==> src/kcfc_pkg.sv <==
// ---------------------------------------------------------------------------
// Kicker controller package
// Shared widths, codes and record types for the kicker charge and fire
// controller.
// ---------------------------------------------------------------------------
package kcfc_pkg;

  // The longest shot is 100 times a 16-bit unit, which needs 23 bits, so a
  // 23-bit timer holds every period and shot length without saturation.
  localparam int unsigned TimerBits = 23;
  localparam int unsigned PowerBits = 7;
  localparam int unsigned UnitBits  = 16;
  localparam int unsigned CfgIdxBits  = 3;
  localparam int unsigned CfgDataBits = 16;

  localparam logic [PowerBits-1:0] PowerMin = PowerBits'(1);
  localparam logic [PowerBits-1:0] PowerMax = PowerBits'(100);

  typedef enum logic [1:0] {
    OP_TICK    = 2'd0,
    OP_SHOOT   = 2'd1,
    OP_ENABLE  = 2'd2,
    OP_DISABLE = 2'd3
  } op_e;

  typedef enum logic [1:0] {
    MODE_OFF      = 2'd0,
    MODE_CHARGING = 2'd1,
    MODE_READY    = 2'd2,
    MODE_KICKING  = 2'd3
  } mode_e;

  typedef enum logic [CfgIdxBits-1:0] {
    REG_KICK_POWER      = 3'd0,
    REG_KICK_TIME_UNIT  = 3'd1,
    REG_CHIP_TIME_UNIT  = 3'd2,
    REG_READY_PERIOD    = 3'd3,
    REG_CHARGING_PERIOD = 3'd4,
    REG_KICKING_PERIOD  = 3'd5,
    REG_OFF_PERIOD      = 3'd6
  } cfg_reg_e;

  typedef struct packed {
    logic [PowerBits-1:0] kick_power;
    logic [UnitBits-1:0]  kick_time_unit;
    logic [UnitBits-1:0]  chip_time_unit;
    logic [UnitBits-1:0]  ready_period;
    logic [UnitBits-1:0]  charging_period;
    logic [UnitBits-1:0]  kicking_period;
    logic [UnitBits-1:0]  off_period;
  } cfg_t;

  typedef struct packed {
    logic kick_drive;
    logic chip_drive;
    logic charge_drive;
    mode_e mode;
    logic is_charged;
    logic timer_active;
  } result_t;

endpackage

==> src/kcfc_cfg_regs.sv <==
// ---------------------------------------------------------------------------
// Kicker controller configuration registers
// Holds the seven setup registers written through the plain write port.
// ---------------------------------------------------------------------------
module kcfc_cfg_regs (
  input  logic                                clk_i,
  input  logic                                rst_ni,
  input  logic                                cfg_we_i,
  input  logic [kcfc_pkg::CfgIdxBits-1:0]     cfg_idx_i,
  input  logic [kcfc_pkg::CfgDataBits-1:0]    cfg_data_i,
  output kcfc_pkg::cfg_t                      cfg_o
);

  kcfc_pkg::cfg_t cfg_d, cfg_q;

  always_comb begin
    cfg_d = cfg_q;
    if (cfg_we_i) begin
      case (kcfc_pkg::cfg_reg_e'(cfg_idx_i))
        kcfc_pkg::REG_KICK_POWER:
          cfg_d.kick_power = cfg_data_i[kcfc_pkg::PowerBits-1:0];
        kcfc_pkg::REG_KICK_TIME_UNIT:  cfg_d.kick_time_unit  = cfg_data_i;
        kcfc_pkg::REG_CHIP_TIME_UNIT:  cfg_d.chip_time_unit  = cfg_data_i;
        kcfc_pkg::REG_READY_PERIOD:    cfg_d.ready_period    = cfg_data_i;
        kcfc_pkg::REG_CHARGING_PERIOD: cfg_d.charging_period = cfg_data_i;
        kcfc_pkg::REG_KICKING_PERIOD:  cfg_d.kicking_period  = cfg_data_i;
        kcfc_pkg::REG_OFF_PERIOD:      cfg_d.off_period      = cfg_data_i;
        default: ;
      endcase
    end
  end

  always_ff @(posedge clk_i or negedge rst_ni) begin
    if (!rst_ni) begin
      cfg_q <= '0;
    end else begin
      cfg_q <= cfg_d;
    end
  end

  assign cfg_o = cfg_q;

endmodule

==> src/kcfc_core.sv <==
// ---------------------------------------------------------------------------
// Kicker controller core
// Input register, mode and timer state, and the combinational update that
// turns one accepted item into one result.
// ---------------------------------------------------------------------------
module kcfc_core (
  input  logic                clk_i,
  input  logic                rst_ni,
  input  kcfc_pkg::cfg_t      cfg_i,
  input  logic                in_valid_i,
  output logic                in_ready_o,
  input  logic [1:0]          operation_i,
  input  logic                chip_select_i,
  input  logic                charge_done_n_i,
  input  logic                space_i,
  output logic                push_o,
  output kcfc_pkg::result_t   result_o
);

  typedef struct packed {
    kcfc_pkg::mode_e                   mode;
    logic                              charged;
    logic                              kick;
    logic                              chip;
    logic                              charge;
    logic [kcfc_pkg::TimerBits-1:0]    tick;
    logic [kcfc_pkg::TimerBits-1:0]    reload;
    logic                              run;
  } ctl_t;

  // Input register.
  logic       in_valid_q;
  logic [1:0] op_q;
  logic       chip_sel_q;
  logic       done_n_q;

  ctl_t st_d, st_q;
  logic advance;

  logic [kcfc_pkg::PowerBits-1:0] power;
  logic [kcfc_pkg::UnitBits-1:0]  unit;
  logic [kcfc_pkg::TimerBits-1:0] shot_len;

  function automatic ctl_t restart(ctl_t s, logic [kcfc_pkg::UnitBits-1:0] period);
    ctl_t r;
    r        = s;
    r.tick   = '0;
    r.reload = kcfc_pkg::TimerBits'(period);
    r.run    = 1'b1;
    return r;
  endfunction

  // Runs the per-mode step at timer expiry, and also as part of an enable.
  function automatic ctl_t mode_step(ctl_t s, logic done_n, kcfc_pkg::cfg_t c);
    ctl_t r;
    r = s;
    case (s.mode)
      kcfc_pkg::MODE_READY: begin
        r.charged = ~s.charged;
        r.charge  = s.charged;
        r = restart(r, c.ready_period);
      end
      kcfc_pkg::MODE_CHARGING: begin
        if (!done_n) begin
          r.charge  = 1'b0;
          r.charged = 1'b1;
          r.mode    = kcfc_pkg::MODE_READY;
        end else begin
          r.kick    = 1'b0;
          r.chip    = 1'b0;
          r.charge  = 1'b1;
          r.charged = 1'b0;
        end
        r = restart(r, c.charging_period);
      end
      kcfc_pkg::MODE_KICKING: begin
        r.kick = 1'b0;
        r.chip = 1'b0;
        r.mode = kcfc_pkg::MODE_CHARGING;
        r = restart(r, c.kicking_period);
      end
      default: begin
        r.kick   = 1'b0;
        r.chip   = 1'b0;
        r.charge = 1'b0;
        r = restart(r, c.off_period);
      end
    endcase
    return r;
  endfunction

  assign advance    = in_valid_q && space_i;
  assign in_ready_o = !in_valid_q || advance;

  // Shot length: power clamped to 1..100 times the selected unit.
  always_comb begin
    power = cfg_i.kick_power;
    if (power < kcfc_pkg::PowerMin) power = kcfc_pkg::PowerMin;
    if (power > kcfc_pkg::PowerMax) power = kcfc_pkg::PowerMax;
    unit     = chip_sel_q ? cfg_i.chip_time_unit : cfg_i.kick_time_unit;
    shot_len = kcfc_pkg::TimerBits'(power) * kcfc_pkg::TimerBits'(unit);
  end

  always_comb begin
    ctl_t t;
    t    = st_q;
    st_d = st_q;
    case (kcfc_pkg::op_e'(op_q))
      kcfc_pkg::OP_TICK: begin
        if (st_q.run) begin
          if (st_q.tick == st_q.reload) begin
            st_d = mode_step(st_q, done_n_q, cfg_i);
          end else begin
            st_d.tick = st_q.tick + kcfc_pkg::TimerBits'(1);
          end
        end
      end
      kcfc_pkg::OP_SHOOT: begin
        if (st_q.mode == kcfc_pkg::MODE_READY) begin
          st_d.mode   = kcfc_pkg::MODE_KICKING;
          st_d.charge = 1'b0;
          if (chip_sel_q) st_d.chip = 1'b1;
          else            st_d.kick = 1'b1;
          st_d.tick   = '0;
          st_d.reload = shot_len;
          st_d.run    = 1'b1;
        end
      end
      kcfc_pkg::OP_ENABLE: begin
        t.charged = 1'b0;
        t.mode    = kcfc_pkg::MODE_CHARGING;
        t.kick    = 1'b0;
        t.chip    = 1'b0;
        t.charge  = 1'b1;
        st_d = mode_step(t, done_n_q, cfg_i);
      end
      default: begin
        st_d.charged = 1'b0;
        st_d.mode    = kcfc_pkg::MODE_OFF;
        st_d.kick    = 1'b0;
        st_d.chip    = 1'b0;
        st_d.charge  = 1'b0;
        st_d.run     = 1'b0;
        st_d.tick    = '0;
      end
    endcase
  end

  always_ff @(posedge clk_i or negedge rst_ni) begin
    if (!rst_ni) begin
      in_valid_q <= 1'b0;
      st_q       <= '{mode: kcfc_pkg::MODE_OFF, default: '0};
    end else begin
      if (in_ready_o) in_valid_q <= in_valid_i;
      if (advance) st_q <= st_d;
    end
  end

  always_ff @(posedge clk_i) begin
    if (in_ready_o && in_valid_i) begin
      op_q       <= operation_i;
      chip_sel_q <= chip_select_i;
      done_n_q   <= charge_done_n_i;
    end
  end

  assign push_o                = advance;
  assign result_o.kick_drive   = st_d.kick;
  assign result_o.chip_drive   = st_d.chip;
  assign result_o.charge_drive = st_d.charge;
  assign result_o.mode         = st_d.mode;
  assign result_o.is_charged   = st_d.charged;
  assign result_o.timer_active = st_d.run;

endmodule

==> src/kcfc_out_buf.sv <==
// ---------------------------------------------------------------------------
// Kicker controller result buffer
// Two-entry result queue, so the core keeps taking items while a result
// waits on the output.
// ---------------------------------------------------------------------------
module kcfc_out_buf (
  input  logic                clk_i,
  input  logic                rst_ni,
  input  logic                push_i,
  input  kcfc_pkg::result_t   data_i,
  output logic                space_o,
  output logic                out_valid_o,
  input  logic                out_ready_i,
  output kcfc_pkg::result_t   data_o
);

  kcfc_pkg::result_t entry_q [2];
  logic       wr_ptr_q, rd_ptr_q;
  logic [1:0] count_q, count_d;
  logic       pop;

  assign pop         = out_valid_o && out_ready_i;
  assign out_valid_o = (count_q != 2'd0);
  assign space_o     = (count_q != 2'd2);
  assign data_o      = entry_q[rd_ptr_q];

  always_comb begin
    count_d = count_q;
    if (push_i && !pop)      count_d = count_q + 2'd1;
    else if (pop && !push_i) count_d = count_q - 2'd1;
  end

  always_ff @(posedge clk_i or negedge rst_ni) begin
    if (!rst_ni) begin
      wr_ptr_q <= 1'b0;
      rd_ptr_q <= 1'b0;
      count_q  <= 2'd0;
    end else begin
      count_q <= count_d;
      if (push_i) wr_ptr_q <= ~wr_ptr_q;
      if (pop)    rd_ptr_q <= ~rd_ptr_q;
    end
  end

  always_ff @(posedge clk_i) begin
    if (push_i) entry_q[wr_ptr_q] <= data_i;
  end

endmodule

==> src/kicker_charge_fire_controller.sv <==
// ---------------------------------------------------------------------------
// Kicker charge and fire controller
// Charger and solenoid sequencer with its own period timer.
// ---------------------------------------------------------------------------
// Each transfer on the input (tick, shoot, enable or disable) yields exactly
// one result transfer carrying the drive levels, mode, charged flag and timer
// state after that item. The block takes one item per clock unless the full
// result queue holds the input. Each item sits in the input register while
// the mode update runs; its result then enters the two-entry result queue,
// which lets the input keep flowing while one result is held on the output.
// Configuration is to be written through the plain write port while no item
// is in flight; the user must ensure this, as the block does not enforce it.
module kicker_charge_fire_controller (
  input  logic                              clk_i,
  input  logic                              rst_ni,
  input  logic                              cfg_we_i,
  input  logic [kcfc_pkg::CfgIdxBits-1:0]   cfg_idx_i,
  input  logic [kcfc_pkg::CfgDataBits-1:0]  cfg_data_i,
  input  logic                              in_valid_i,
  output logic                              in_ready_o,
  input  logic [1:0]                        operation_i,
  input  logic                              chip_select_i,
  input  logic                              charge_done_n_i,
  output logic                              out_valid_o,
  input  logic                              out_ready_i,
  output logic                              kick_drive_o,
  output logic                              chip_drive_o,
  output logic                              charge_drive_o,
  output logic [1:0]                        mode_o,
  output logic                              is_charged_o,
  output logic                              timer_active_o
);

  kcfc_pkg::cfg_t    cfg;
  kcfc_pkg::result_t core_result, out_result;
  logic              push, space;

  kcfc_cfg_regs u_cfg (
    .clk_i      (clk_i),
    .rst_ni     (rst_ni),
    .cfg_we_i   (cfg_we_i),
    .cfg_idx_i  (cfg_idx_i),
    .cfg_data_i (cfg_data_i),
    .cfg_o      (cfg)
  );

  kcfc_core u_core (
    .clk_i           (clk_i),
    .rst_ni          (rst_ni),
    .cfg_i           (cfg),
    .in_valid_i      (in_valid_i),
    .in_ready_o      (in_ready_o),
    .operation_i     (operation_i),
    .chip_select_i   (chip_select_i),
    .charge_done_n_i (charge_done_n_i),
    .space_i         (space),
    .push_o          (push),
    .result_o        (core_result)
  );

  kcfc_out_buf u_out (
    .clk_i       (clk_i),
    .rst_ni      (rst_ni),
    .push_i      (push),
    .data_i      (core_result),
    .space_o     (space),
    .out_valid_o (out_valid_o),
    .out_ready_i (out_ready_i),
    .data_o      (out_result)
  );

  assign kick_drive_o   = out_result.kick_drive;
  assign chip_drive_o   = out_result.chip_drive;
  assign charge_drive_o = out_result.charge_drive;
  assign mode_o         = out_result.mode;
  assign is_charged_o   = out_result.is_charged;
  assign timer_active_o = out_result.timer_active;

endmodule

==> config.mk <==
export PLATFORM = sky130hd
export DESIGN_NAME = kicker_charge_fire_controller
export DESIGN_NICKNAME = d
export VERILOG_FILES = /design/src/kcfc_pkg.sv /design/src/kcfc_cfg_regs.sv /design/src/kcfc_core.sv /design/src/kcfc_out_buf.sv /design/src/kicker_charge_fire_controller.sv
export SDC_FILE = /design/constraint.sdc
export NUM_CORES = 1
export LEC_CHECK = 0
export ABC_AREA = 1
export BUFFER_PORTS_ARGS = -buffer_cell sky130_fd_sc_hd__clkbuf_2
export CORE_MARGIN = 2
export CORE_UTILIZATION = 50
export CTS_CLUSTER_SIZE = 20
export DETAILED_ROUTE_END_ITERATION = 8
export HOLD_SLACK_MARGIN = 0.02
export PLACE_DENSITY = 0.74
export SETUP_SLACK_MARGIN = 0.02
export SYNTH_ARGS = -nofsm -noshare
export SYNTH_HDL_FRONTEND = slang
export SYNTH_SLANG_ARGS = --single-unit
==> constraint.sdc <==
create_clock -name clk_i -period 6.6 [get_ports clk_i]
set_clock_uncertainty 0.1 [all_clocks]
set_input_delay 1.32 -clock clk_i [delete_from_list [all_inputs] [get_ports clk_i]]
set_output_delay 1.32 -clock clk_i [all_outputs]
set_load 0.005 [all_outputs]
==> metrics.md <==
| Metric | Value |
|---|---|
| Leak | around 6.7 nW |
| Core area | between 0.02 and 0.025 mm² |
| Net switching power | ~2.2 mW |
| Kind of critical path | register to register |
| Via/cell ratio | around 5.3 |
| Hold worst-path end | u_cfg.cfg_o[81]$_DFFE_PN0P_ |
| First-pass GRT wire length | around 52,000 µm |
| Seq cells post-synth | between 150 and 200 |
| Tot GR Track Use | 0.256 |
| Post-Syn Instances | roughly 1,600 |
| Clock power share | 0.219 |
| Deepest clock path buffer count | 2 |
| Clk slew on worst S/H paths | ~80 ps |
| Critical Path RT | approximately 6800 ps |
| Number of buffers created by CTS | 17 |
| Status | finished, final reports clean |
| Syn Std Cell Area | 0.0123 mm² |
| Resized Gates After CTS | 0 |
| Die width | approximately 160 µm |
| RSZ-0062 raised after global routing | false |
| WP data arrival | between 5000 and 6000 ps |
| HP Start | u_cfg.cfg_o[81]$_DFFE_PN0P_ |
| Post-synth EDFFs | 18 |
| Reg2reg path depth | 18 |
| Seq pwr share | 0.309 |
| CP endpoint kind | register |
| Final hold vios | 0 |
| Final setup vio count | 0 |
| Origin of the critical flop-to-flop path | u_core.chip_sel_q$_DFFE_PP_ |
| Share of cells above drive strength 1 | 0.0704 |
| Async SR Flop Fraction | 0.899 |
| Post-CTS Repair Setup Buffers | 0 |
| Post-synthesis sequential area ratio | 0.371 |
| Full die area | around 0.026 mm² |
| FILL cells | between 2,000 and 2,500 |
| Clock latency on the worst-skew pair | ~450 ps |
| Overall Power | approximately 5 mW |
| Worst Path Max Fanout | 32 |
| Reg2Reg Setup Slack | 850 ps |
| Post-synth net total | ~1,800 |
| Total of max-cap violations | 0 |
| Final setup margin | roughly 850 ps |
| Multi-input logic area | 0.00660 mm² |
| Commonest non-fill, non-tap cell in the layout | nand2_1 |
| Post-route cell area | about 0.013 mm² |
| Root Buffer | clkbuf_16 |
| PD cells | between 300 and 400 mW/mm² |
| Combinational power share | 0.472 |
| Routed wire length per instance | around 16 µm |
| Crit Reg-Reg Endpoint | u_core.st_q[22]$_DFFE_PN0P_ |
| Dpl hpwl | roughly 24,000 µm |
| CTS tree | yes |
| Util after Layout | 0.553 |
| Vias in the first global route | approximately 10,000 |
| Max frequency | ~0.17 GHz |
| Worst hold margin | approximately 390 ps |
| Hold path cells | 2 |
| Final Cycle Share | 0.871 |
| Mean Syn Cell Area | 7.62 µm² |
| Final WL | 31,700 µm |
| DR pass1 iterations | 6 |
| Residual DRC | 0 |
| Internal power | between 2 and 3 mW |
| Final net count | about 1,800 |
| Seq. cell area | approximately 0.0046 mm² |
| Buffers on Ports | 36 |
| Yosys cell types | 49 |
| Hold Crit Class | register to register |
| Worst-margin pin slew | around 1200 ps |
| Hold Buf Count CTS | 0 |
| N_diodes | 0 |
| Fin crit period | roughly 5700 ps |
| Critical path origin | u_core.chip_sel_q$_DFFE_PP_ |
| Routability Congestion | around 0.97 |
| Ports | 37 |
| Initial antenna violation count | 0 |
| DR vias | between 10,000 and 15,000 |
| Most frequent cells in the layout | 485 x nand2_1, 240 x inv_1, 161 x dfrtp_1 |
| Slew HR | 0.221 |
| Placed inst area | between 0.01 and 0.015 mm² |
| Sw frac | 0.455 |
| Initial detailed-routing violation count | 960 |
| Area leader, netlist | dfrtp_1 |
| Die Ht | 161 µm |
| Largest net degree at the start of global routing | between 100 and 150 |
| Pre-CTS setup slack | roughly 930 ps |
| Final std cells w/o fill | around 2,000 |
| Synth area leaders | dfrtp_1 33%, nand2_1 15%, fa_1 11%, inv_1 7.3%, o21ai_0 6.3% |
| Top cell type's share of synthesized area | 0.327 |
| Synth Flop Type | dfrtp_1 |
| Worst Setup Start Kind | register |
| Post-route ant nets | 0 |
| Fin. max-slew vios | 0 |
| Area grow syn2layout | 8.86% |
| Yosys warnings | 0 |
| H-tree Lvls | 4 |
| Starting Density | 0.508 |
| Clk sinks | ~180 |
| Rows | 57 |
| Remaining global-route overflow | 0 |
| VDD IR-drop max | 0.196 mV |
| Setup TNS | 0 ps |
| Placed cells | just under 2,000 |
==> flip-flops by register name, indices dropped and copies added (netlist names) <==
name,cells
u_out.entry_q,14
u_out.rd_ptr_q,1
u_cfg.cfg_o,103
u_core.op_q,2
u_core.st_q,53
u_out.wr_ptr_q,1
u_core.done_n_q,1
u_out.count_q,2
u_core.chip_sel_q,1
u_core.in_valid_q,1
==> worst max path at each step <==
stage	endpoint	depth (start not counted)
floorplan	u_core.st_q[23]$_DFFE_PN0P_	22
global placement	u_core.st_q[23]$_DFFE_PN0P_	20
detailed placement	u_core.st_q[23]$_DFFE_PN0P_	18
CTS	u_core.st_q[22]$_DFFE_PN0P_	18
global route	u_core.st_q[23]$_DFFE_PN0P_	20
finish	u_core.st_q[22]$_DFFE_PN0P_	18
==> final cells by class <==
| type | count | area share |
|---|---|---|
| sequential | 179 | 0.341 |
| clock inverter | 14 | 0.0133 |
| clock buffer | 18 | 0.0328 |
| multi-input combinational | 1137 | 0.492 |
| tap | 324 | 0.0302 |
| inverter | 251 | 0.0704 |
| timing repair buffer | 48 | 0.0206 |
==> cells in the mapped netlist, drive strengths merged, types with 4 or more instances <==
cell / n
nand3: 50
fa: 69
nand4: 11
nor3: 14
xnor2: 5
nand2: 488
o21ai: 160
a21oi: 69
ha: 48
clkbuf: 41
nor2: 155
or2: 7
xor2: 5
buf: 8
dfrtp: 161
clkinv: 4
o211ai: 26
inv: 247
edfxtp: 18
o22ai: 7
==> cells by family after synthesis <==
kind of cell / Yosys count / share of synthesized area
compound gates: 279 / 0.124
fa+ha+maj: 117 / 0.161
xor+xnor: 10 / 0.00711
flops: 179 / 0.371
buf+inv: 300 / 0.0936
simple gates: 731 / 0.243
==> metal layers <==
metal  wire length (µm)  GRT usage  vias to the layer above
li1                   -          -                     5126
met1              14700      0.372                     5004
met2              14600      0.407                      341
met3               1820     0.0313                       42
met4                617     0.0698                        0
met5                  0          0                        -
==> power by group through the flow <==
stage                     logic [mW]  registers (mW)  clock network (mW)
final                           2.31            1.51                1.07
after global routing            2.64            1.53                1.12
after CTS                       2.29            1.50                1.08
after detailed placement        2.28            1.52                   0
after global placement          2.23            1.52                   0
after floorplan                 1.74            1.47                   0
==> worst max-delay path: stages, from the launching register on <==
cell	delay [ps]
edfxtp_1	760
o21ai_0	700
inv_1	250
nor2_1	220
fa_1	450
fa_1	520
fa_1	540
inv_1	50
fa_1	530
inv_1	40
ha_1	360
nand2_1	110
o21ai_0	260
a21oi_1	100
nand2_1	120
a21oi_1	80
or2_2	270
nand3_1	60
o21ai_0	70
(Power assumes the default switching activity.)
